## config.mk

```make
export PLATFORM = sky130hd
export DESIGN_NAME = onewire_temp_probe_poller_unit
export DESIGN_NICKNAME = d
export VERILOG_FILES = /design/src/rtl/owtp_pkg.sv /design/src/rtl/onewire_temp_probe_poller_unit.sv
export SDC_FILE = /design/constraint.sdc
export NUM_CORES = 1
export LEC_CHECK = 0
export ABC_AREA = 1
export BUFFER_PORTS_ARGS = -buffer_cell sky130_fd_sc_hd__buf_2
export CORE_UTILIZATION = 35
export DETAILED_ROUTE_END_ITERATION = 8
export PLACE_DENSITY_LB_ADDON = 0.05
export SKIP_LAST_GASP = 1
export SLEW_MARGIN = 20
export SYNTH_ARGS = -nofsm -noshare
export SYNTH_HDL_FRONTEND = slang
export SYNTH_SLANG_ARGS = --single-unit
```

## constraint.sdc

```tcl
create_clock -name clk -period 9.1 [get_ports clk]
set_input_delay 0.91 -clock clk [delete_from_list [all_inputs] [get_ports clk]]
set_output_delay 0.91 -clock clk [all_outputs]
set_load 0.05 [all_outputs]
```

## src/rtl/owtp_pkg.sv

```systemverilog
// owtp_pkg: shared types, codes and the crc-8 byte step for the probe poller
// no dependencies; imported by onewire_temp_probe_poller_unit
`default_nettype none

package owtp_pkg;

  localparam int unsigned InDataW  = 48;
  localparam int unsigned OutDataW = 24;
  localparam int unsigned CfgAddrW = 2;
  localparam int unsigned CfgDataW = 16;

  localparam logic [7:0]  CrcPoly      = 8'h8C;
  localparam logic [3:0]  LastByteIdx  = 4'd8;
  localparam logic [15:0] WaitReset    = 16'd200;
  localparam logic [15:0] MinRawReset  = 16'hFC90;
  localparam logic [15:0] MaxRawReset  = 16'd2000;

  typedef enum logic [1:0] {
    CMD_NONE  = 2'd0,
    CMD_START = 2'd1,
    CMD_READ  = 2'd2
  } cmd_t;

  typedef enum logic [CfgAddrW-1:0] {
    REG_CONV_WAIT = 2'd0,
    REG_MIN_RAW   = 2'd1,
    REG_MAX_RAW   = 2'd2
  } cfg_reg_t;

  typedef enum logic {
    ACT_POLL = 1'b0,
    ACT_BYTE = 1'b1
  } action_t;

  // dallas crc-8, reflected, one byte per call
  function automatic logic [7:0] crc8_byte(input logic [7:0] crc_in, input logic [7:0] data);
    logic [7:0] crc;
    logic [7:0] b;
    logic       mix;
    crc = crc_in;
    b   = data;
    for (int i = 0; i < 8; i++) begin
      mix = crc[0] ^ b[0];
      crc = crc >> 1;
      if (mix) begin
        crc = crc ^ CrcPoly;
      end
      b = b >> 1;
    end
    return crc;
  endfunction

endpackage

`default_nettype wire

```

## src/rtl/onewire_temp_probe_poller_unit.sv

```systemverilog
// onewire_temp_probe_poller_unit: 1-wire temperature probe scheduler and scratchpad checker
// depends on owtp_pkg (codes, crc-8 step)
//
// usage
//   in channel: one transaction per poll or scratchpad byte. in_tuser = 0 marks a poll
//   (now_ms, presence valid), in_tuser = 1 marks a scratchpad byte (data_byte valid).
//   out channel: exactly one transaction per input transaction, in order, carrying the
//   bus command to issue, the cached temperature (raw sixteenths, 0 while not valid)
//   and the valid flag in out_tuser.
//   cfg port: cfg_we writes register cfg_addr (0 conversion wait, 1 min raw, 2 max raw);
//   write only while no transaction is in flight.
// timing
//   the result is loaded into the output register at the accept edge.
//   throughput is one transaction per cycle while the output is not stalled; the crc byte step, the 32-bit elapsed-time
//   subtract and compare and the range compares all sit between the accept edge and the
//   output register.
// reset and stall
//   synchronous active-low reset clears the schedule, the read state, the cache and the
//   output valid, and loads the register defaults (200 ms, -880, 2000).
//   when out_tready is low with a result held, in_tready drops; the held result and all
//   state stay put until the result is taken, and in_tready returns in that same cycle.
`default_nettype none

module onewire_temp_probe_poller_unit (
  input  wire logic                           clk,
  input  wire logic                           rst_n,
  // input channel
  input  wire logic                           in_tvalid,
  output logic                                in_tready,
  input  wire logic [owtp_pkg::InDataW-1:0]   in_tdata,  // now_ms[31:0], presence[32], data_byte[40:33]
  input  wire logic                           in_tuser,  // action
  // result channel
  output logic                                out_tvalid,
  input  wire logic                           out_tready,
  output logic [owtp_pkg::OutDataW-1:0]       out_tdata, // command[1:0], temperature[17:2]
  output logic                                out_tuser, // valid_res
  // configuration
  input  wire logic                           cfg_we,
  input  wire logic [owtp_pkg::CfgAddrW-1:0]  cfg_addr,
  input  wire logic [owtp_pkg::CfgDataW-1:0]  cfg_wdata
);
  import owtp_pkg::*;

  // configuration registers
  logic [15:0] conv_wait_r;
  logic [15:0] min_raw_r;
  logic [15:0] max_raw_r;

  // schedule and read state
  logic        converting_r, converting_nxt;
  logic [31:0] start_time_r, start_time_nxt;
  logic        reading_r, reading_nxt;
  logic [3:0]  byte_idx_r, byte_idx_nxt;
  logic [7:0]  crc_r, crc_nxt;
  logic [7:0]  low_byte_r, low_byte_nxt;
  logic [7:0]  high_byte_r, high_byte_nxt;
  logic [15:0] cached_temp_r, cached_temp_nxt;
  logic        cached_ok_r, cached_ok_nxt;

  // output register
  logic        out_valid_r;
  cmd_t        out_cmd_r;
  logic [15:0] out_temp_r;
  logic        out_ok_r;

  // unpacked input fields
  logic [31:0] now_ms;
  logic        presence;
  logic [7:0]  data_byte;
  action_t     action;

  logic        in_accept;
  logic [31:0] elapsed;
  logic        wait_done;
  logic [15:0] raw_temp;
  logic        in_range;
  cmd_t        cmd_nxt;

  assign now_ms    = in_tdata[31:0];
  assign presence  = in_tdata[32];
  assign data_byte = in_tdata[40:33];
  assign action    = action_t'(in_tuser);

  // take a new transaction whenever the output register is empty or being drained
  assign in_tready = !out_valid_r || out_tready;
  assign in_accept = in_tvalid && in_tready;

  // elapsed time wraps modulo 2^32
  assign elapsed   = now_ms - start_time_r;
  assign wait_done = elapsed >= {16'd0, conv_wait_r};

  assign raw_temp  = {high_byte_r, low_byte_r};
  assign in_range  = ($signed(raw_temp) >= $signed(min_raw_r)) &&
                     ($signed(raw_temp) <= $signed(max_raw_r));

  always_comb begin
    converting_nxt  = converting_r;
    start_time_nxt  = start_time_r;
    reading_nxt     = reading_r;
    byte_idx_nxt    = byte_idx_r;
    crc_nxt         = crc_r;
    low_byte_nxt    = low_byte_r;
    high_byte_nxt   = high_byte_r;
    cached_temp_nxt = cached_temp_r;
    cached_ok_nxt   = cached_ok_r;
    cmd_nxt         = CMD_NONE;
    unique case (action)
      ACT_POLL: begin
        // a poll abandons any unfinished read
        reading_nxt = 1'b0;
        if (!converting_r) begin
          if (presence) begin
            cmd_nxt        = CMD_START;
            start_time_nxt = now_ms;
            converting_nxt = 1'b1;
          end
        end else if (wait_done) begin
          if (presence) begin
            cmd_nxt      = CMD_READ;
            reading_nxt  = 1'b1;
            byte_idx_nxt = '0;
            crc_nxt      = '0;
          end
          converting_nxt = 1'b0;
        end
      end
      ACT_BYTE: begin
        // bytes outside a read are dropped
        if (reading_r) begin
          if (byte_idx_r < LastByteIdx) begin
            if (byte_idx_r == 4'd0) begin
              low_byte_nxt = data_byte;
            end
            if (byte_idx_r == 4'd1) begin
              high_byte_nxt = data_byte;
            end
            crc_nxt      = crc8_byte(crc_r, data_byte);
            byte_idx_nxt = byte_idx_r + 4'd1;
          end else begin
            // ninth byte is the crc
            if ((crc_r == data_byte) && in_range) begin
              cached_temp_nxt = raw_temp;
              cached_ok_nxt   = 1'b1;
            end
            reading_nxt  = 1'b0;
            byte_idx_nxt = '0;
          end
        end
      end
      default: ;
    endcase
  end

  // configuration writes
  always_ff @(posedge clk) begin
    if (!rst_n) begin
      conv_wait_r <= WaitReset;
      min_raw_r   <= MinRawReset;
      max_raw_r   <= MaxRawReset;
    end else if (cfg_we) begin
      unique case (cfg_addr)
        REG_CONV_WAIT: conv_wait_r <= cfg_wdata;
        REG_MIN_RAW:   min_raw_r   <= cfg_wdata;
        REG_MAX_RAW:   max_raw_r   <= cfg_wdata;
        default: ;
      endcase
    end
  end

  // state update on accept
  always_ff @(posedge clk) begin
    if (!rst_n) begin
      converting_r  <= 1'b0;
      start_time_r  <= '0;
      reading_r     <= 1'b0;
      byte_idx_r    <= '0;
      crc_r         <= '0;
      low_byte_r    <= '0;
      high_byte_r   <= '0;
      cached_temp_r <= '0;
      cached_ok_r   <= 1'b0;
    end else if (in_accept) begin
      converting_r  <= converting_nxt;
      start_time_r  <= start_time_nxt;
      reading_r     <= reading_nxt;
      byte_idx_r    <= byte_idx_nxt;
      crc_r         <= crc_nxt;
      low_byte_r    <= low_byte_nxt;
      high_byte_r   <= high_byte_nxt;
      cached_temp_r <= cached_temp_nxt;
      cached_ok_r   <= cached_ok_nxt;
    end
  end

  // output register
  always_ff @(posedge clk) begin
    if (!rst_n) begin
      out_valid_r <= 1'b0;
    end else if (in_accept) begin
      out_valid_r <= 1'b1;
    end else if (out_tready) begin
      out_valid_r <= 1'b0;
    end
  end

  always_ff @(posedge clk) begin
    if (in_accept) begin
      out_cmd_r  <= cmd_nxt;
      out_temp_r <= cached_ok_nxt ? cached_temp_nxt : 16'd0;
      out_ok_r   <= cached_ok_nxt;
    end
  end

  assign out_tvalid = out_valid_r;
  assign out_tdata  = {6'd0, out_temp_r, out_cmd_r};
  assign out_tuser  = out_ok_r;

`ifndef NO_ASSERTIONS
  // a conversion and a scratchpad read never run at once
  a_no_overlap: assert property (@(posedge clk) disable iff (!rst_n)
    !(converting_r && reading_r))
    else $error("conversion and read active together");

  // the byte counter never runs past the crc byte
  a_idx_bound: assert property (@(posedge clk) disable iff (!rst_n)
    byte_idx_r <= LastByteIdx)
    else $error("scratchpad byte index out of range");

  // once valid, the cache stays valid
  a_ok_sticky: assert property (@(posedge clk) disable iff (!rst_n)
    cached_ok_r |=> cached_ok_r)
    else $error("cached valid flag dropped");

  // a reported temperature is zero unless the cache is valid
  a_zero_when_invalid: assert property (@(posedge clk) disable iff (!rst_n)
    (out_valid_r && !out_ok_r) |-> (out_temp_r == 16'd0))
    else $error("nonzero temperature without valid flag");

  // a read command always opens a fresh read
  a_read_opens: assert property (@(posedge clk) disable iff (!rst_n)
    (in_accept && cmd_nxt == CMD_READ) |=> (reading_r && byte_idx_r == 4'd0 && crc_r == 8'd0))
    else $error("read command without read setup");
`endif

endmodule

`default_nettype wire
```

=== Word-level counts from Yosys, hierarchy flattened ===
Cells that the tools add are included.

* Register bits after elaboration: 147
* Input port bits: 72
* Output and inout port bits: 27
* Logic and storage cells: 129

* Add/sub/neg operators: 2
* Magnitude comparators: 4
* Eq/ne operators: 9
* Mux-type cells: 63
* Bitwise logic cells: 18
* Reductions and logical operators: 17

{| class="wikitable"
|+ Operators with widths
! kind !! count
|-
| 8-bit two-way mux || 34
|-
| 16-bit two-way mux || 4
|-
| 32-bit by 16-bit greater-or-equal comparator with 1-bit output || 1
|-
| 32-bit subtractor || 1
|-
| 2-bit inverter with 3-bit output || 8
|-
| 4-bit two-way mux || 5
|-
| 16-bit greater-or-equal comparator || 1
|-
| 16-bit less-or-equal comparator || 1
|-
| 8-bit one-hot mux with 2 select lines || 1
|-
| 5-bit AND reduction || 3
|-
| 1-bit two-way mux || 14
|-
| 8-bit == test || 1
|-
| 4-bit one-hot mux with 2 select lines || 1
|-
| 2-bit AND reduction || 4
|-
| 1-bit bitwise XOR || 8
|-
| 2-bit two-way mux || 3
|-
| 2-bit != test, second input constant || 3
|-
| 6-bit AND reduction || 1
|-
| 4-bit by 1-bit adder with 4-bit output, second input constant || 1
|-
| 4-bit by 1-bit == test with 1-bit output, second input constant || 1
|-
| 4-bit zero test || 1
|-
| 4-bit less-than comparator, second input constant || 1
|-
| 2-bit by 1-bit != test with 1-bit output, second input constant || 2
|-
| 4-bit AND reduction || 1
|-
| 9 further kinds || 12
|}

=== Longest topological paths before layout ===
* Depth after elaboration: 40
* Depth in mapped cells: 26
* Mapped depth without buffers: 26

=== Worst setup path after synthesis ===
Ideal clock, no wire load.

* Path kind: input-to-reg
* Start point: in in_tdata[0] in the netlist's numbering
* End point: reg crc_r[0]
* Setup time: 0.069 ns
* Data arrival time: 3.463 ns
* Data required time: 9.031 ns
* Path slack: 5.569 ns
* Cell stages on the path: 23
* Path buffers: 0
* Cell sequence: inv_1 ha_1 fa_1 inv_1 nand2_1 nand3_1 nand2_1 nand2_4 xor2_1 ha_1 nand2_1 nor2_1 a211oi_1 nand2_1 nor2_1 nand2_1 nor2_4 nand2_2 nor2_4 nand3_4 nand2_8 nand2_2 a21oi_2

* Cells in the longest elaborated chain, start to end: 4

{| class="wikitable"
|+ Ends and longest elaborated chain
! item !! line !! text
|-
| from (decl) || onewire_temp_probe_poller_unit.sv:30 || <nowiki>input wire logic [owtp_pkg::InDataW-1:0] in_tdata,</nowiki>
|-
| 32-bit subtractor || onewire_temp_probe_poller_unit.sv:89 || <nowiki>assign elapsed = now_ms - start_time_r;</nowiki>
|-
| 32-bit by 16-bit greater-or-equal comparator with 1-bit output || onewire_temp_probe_poller_unit.sv:90 || <nowiki>assign wait_done = elapsed >= {16'd0, conv_wait_r};</nowiki>
|-
| 2-bit != test (no line) || n/a ||
|-
| 6-bit AND reduction (no line) || n/a ||
|-
| to (signal assigned) || onewire_temp_probe_poller_unit.sv:187 || <nowiki>crc_r <= crc_nxt;</nowiki>
|-
| to (decl) || onewire_temp_probe_poller_unit.sv:54 || <nowiki>logic [7:0] crc_r, crc_nxt;</nowiki>
|}

No other way between the ends.
A chain may end at the register's enable or synchronous reset.

=== Worst setup path in the final report ===
Ends and elaborated chain as after synthesis.

==> impl_metrics.json <==
{
  "vias": 8300,
  "synth_async_sr_flop_share_pct": 0,
  "worstPathArrival_ns": 4.01,
  "power_density_mw_per_mm2": 162.3,
  "crit_chain": "buf_2 -> inv_1 -> ha_1 -> fa_1 -> inv_1 -> nand3_1 -> nand3_1 -> xor2_1 -> ha_1 -> nand2_1 -> nor2_1 -> a211oi_1 -> nand2_1 -> nand2_1 -> nand2_1 -> nor2_1 -> nand2_1 -> nor2_4 -> nand3_4 -> nand2_8 -> nand2_2 -> a21oi_2",
  "rsz0062_at_grt": "no",
  "worst_path_most_repeated_cell": "nand2_1",
  "syn_inst": 1387,
  "crit_start": "in_tdata[0]",
  "synth_top_area_share_pct": 26.79,
  "cts_sinks": 147,
  "power_uw": 1765,
  "drt_iter0_drc": 332,
  "slowest_stage": "fa_1",
  "clk_path_buf_depth": 2,
  "synth_seq_area_share_pct": 32.76,
  "fin_util_pct": 40.47,
  "p_leak_uw": 0.005175,
  "slew_viol_final": 0,
  "grt_pass1_vias": 7744,
  "io_buffers": 85,
  "slew_headroom_pct": 44.92,
  "grt_pass1_wl_mm": 40.22,
  "ys_top_cells_by_area": "dfxtp_1, nand2_1, ha_1",
  "ys_types": 41,
  "dr.pass1.iters": 6,
  "wire_per_inst_um": 13.54,
  "hold_violations": 0,
  "nets": 1614,
  "worstSetupPathType": "in -> reg",
  "die_area_mm2": 0.02799,
  "drcViolationCount": 0,
  "peakVddDrop_mv": 0.08460,
  "antenna_found_initial": 0,
  "antenna_cells": 0,
  "synth-edff-count": 19,
  "grt_start_max_net_pins": 84,
  "synthesis.area_per_instance_um2": 6.896,
  "post-route-period-util_pct": 40.21,
  "tightest_slew_ns": 0.8238,
  "die_y_um": 167.3,
  "ios": 99,
  "worst_setup_path_start_kind": "input port",
  "cp.buffers_inverters": 3,
  "maxCapViolations": 0,
  "gp_congestion": 0.8482,
  "cts_tree": "built",
  "fin_crit_ns": 3.659,
  "drt_wl_total_mm": 24.55,
  "track_usage_pct": 18.24,
  "postCtsSetupBuffers": 0,
  "synth_top_cells_by_count": "nand2_1, inv_1, dfxtp_1",
  "placed_cells_incl_taps": 1781,
  "timing.rr.start": "start_time_r[7]",
  "syn_to_final_growth_pct": 13.74,
  "path_delay_family": "simple AND/OR/NAND/NOR gates",
  "drive_above_1_share_pct": 13.79,
  "syn-cell-area_mm2": 0.009564,
  "tns_ns": 0,
  "fmax_mhz": 273.3,
  "setup_viol_count_final": 0,
  "cts-buffers-inserted": 17,
  "fp.dieW_um": 167.3,
  "holdCritStartpoint": "start_time_r[16]",
  "ctsHoldBuffers": 0,
  "hold_path_class": "reg -> reg",
  "grt_overflow": 0,
  "dpl.hpwl_mm": 19.24,
  "htree_levels": 4,
  "path_clk_slew_ns": 0.07,
  "synth_flop_cell": "dfxtp_1",
  "skew_ns": 0.01644,
  "initial_core_util_pct": 35.59,
  "worstPathRequired_ns": 9.45,
  "critPathMaxFanout": 9,
  "yosys.area.top_type": "dfxtp_1",
  "clkLatencyLatePin_ns": 0.43,
  "coreArea_mm2": 0.02688,
  "finalNonFillerCells": 1813,
  "yosysWarnings": 0,
  "ys_ff_latch": 147,
  "vias_per_cell": 4.578,
  "postRouteAntennaNets": 0,
  "cts-root-buf": "clkbuf_16",
  "cpPeakStageDelay_ns": 0.41,
  "status": "complete, no violations",
  "yosysMostFrequentCell": "nand2_1",
  "cp-end-kind": "flop",
  "rows": 60,
  "cts_resized": 0
}
-- worst paths after layout --
check / slack [ns] / cells after the start / to
setup reg to reg: 5.71 / 23 / crc_r[0]
setup / recovery: 5.44 / 22 / crc_r[0]
hold reg to reg: 0.46 / 2 / start_time_r[16]
hold / removal: 0.46 / 2 / start_time_r[16]
-- layout by cell type, fill, tap and decap left out, types with 2 or more instances in the layout --
cell type / instances
nor3_2: 4
inv_8: 3
nor3_4: 2
xor2_1: 16
o211ai_1: 22
nor2_4: 6
nand2_1: 304
clkinvlp_4: 2
edfxtp_1: 19
a211oi_1: 2
dfxtp_1: 128
or2_1: 2
nand3b_1: 3
nor3_1: 4
nand3_1: 52
conb_1: 6
xnor2_1: 19
buf_2: 85
a21oi_2: 8
inv_2: 7
nand3_2: 4
nand4_1: 18
ha_1: 82
clkinv_8: 4
clkbuf_16: 17
nor2_2: 14
a21oi_1: 120
nor2_1: 101
inv_1: 251
buf_4: 4
o21ai_0: 113
nand2_2: 33
inv_6: 5
-- per-stage QoR --
stage	cell area [um2]	hold slack, ns	setup WS, ns
final	10880	0.4569	5.441
after global routing	10880	0.4811	5.087
after CTS	10870	0.4625	5.455
after detailed placement	10280	0.4507	5.008
after global placement	10280	0.4443	5.036
after floorplan	9583	0.4331	5.569
-- layer usage --
metal  GRT usage, %  part of all wire, %  up-vias
met5              0                    0        -
met4          5.784                  2.2        0
met3          2.600                  1.8       25
met2          32.12                   48       97
met1          22.83                   48     3634
li1               -                    -     4544
-- cell type report --
type                            instances  area (um2)
Fill cell                            2898       16000
Multi-Input combinational cell        945        5303
Sequential cell                       147        3133
Inverter                              259       972.2
Timing Repair Buffer                   89       455.4
Tap cell                              341       426.7
Clock buffer                           17       425.4
Clock inverter                         15       162.7
-- where the power goes --
part / total (uW) / leakage [uW] / internal, uW / switching (uW)
logic: 377 / 0.00366 / 129 / 248
clock network: 700 / 0.000282 / 367 / 333
registers: 688 / 0.00123 / 680 / 7.56
-- registers in the layout, indices dropped and copies added (netlist names) --
register       cells
byte_idx_r         4
cached_ok_r        1
cached_temp_r     16
conv_wait_r       16
converting_r       1
crc_r              8
high_byte_r        8
low_byte_r         8
max_raw_r         16
min_raw_r         16
out_cmd_r          2
out_temp_r        16
out_tuser          1
out_tvalid         1
reading_r          1
start_time_r      32
-- kinds of logic after synthesis --
kind of cell             synth area share (%)
adder cells (fa/ha/maj)                 10.94
other                                 0.03921
buffers and inverters                   12.10
XOR/XNOR                                3.205
AO/OA/AOI/OAI                           14.97
AND/OR/NAND/NOR                         25.99
flip-flops                              32.76
-- tightest hold or removal path: cells and delay by family (launching register included) --
kind	cells	cell delay [ns]
DFF	1	0.30
buffers and inverters	1	0.06
AOI/OAI and AO/OA	1	0.05
No activity file was read; power rests on OpenSTA's default activity.
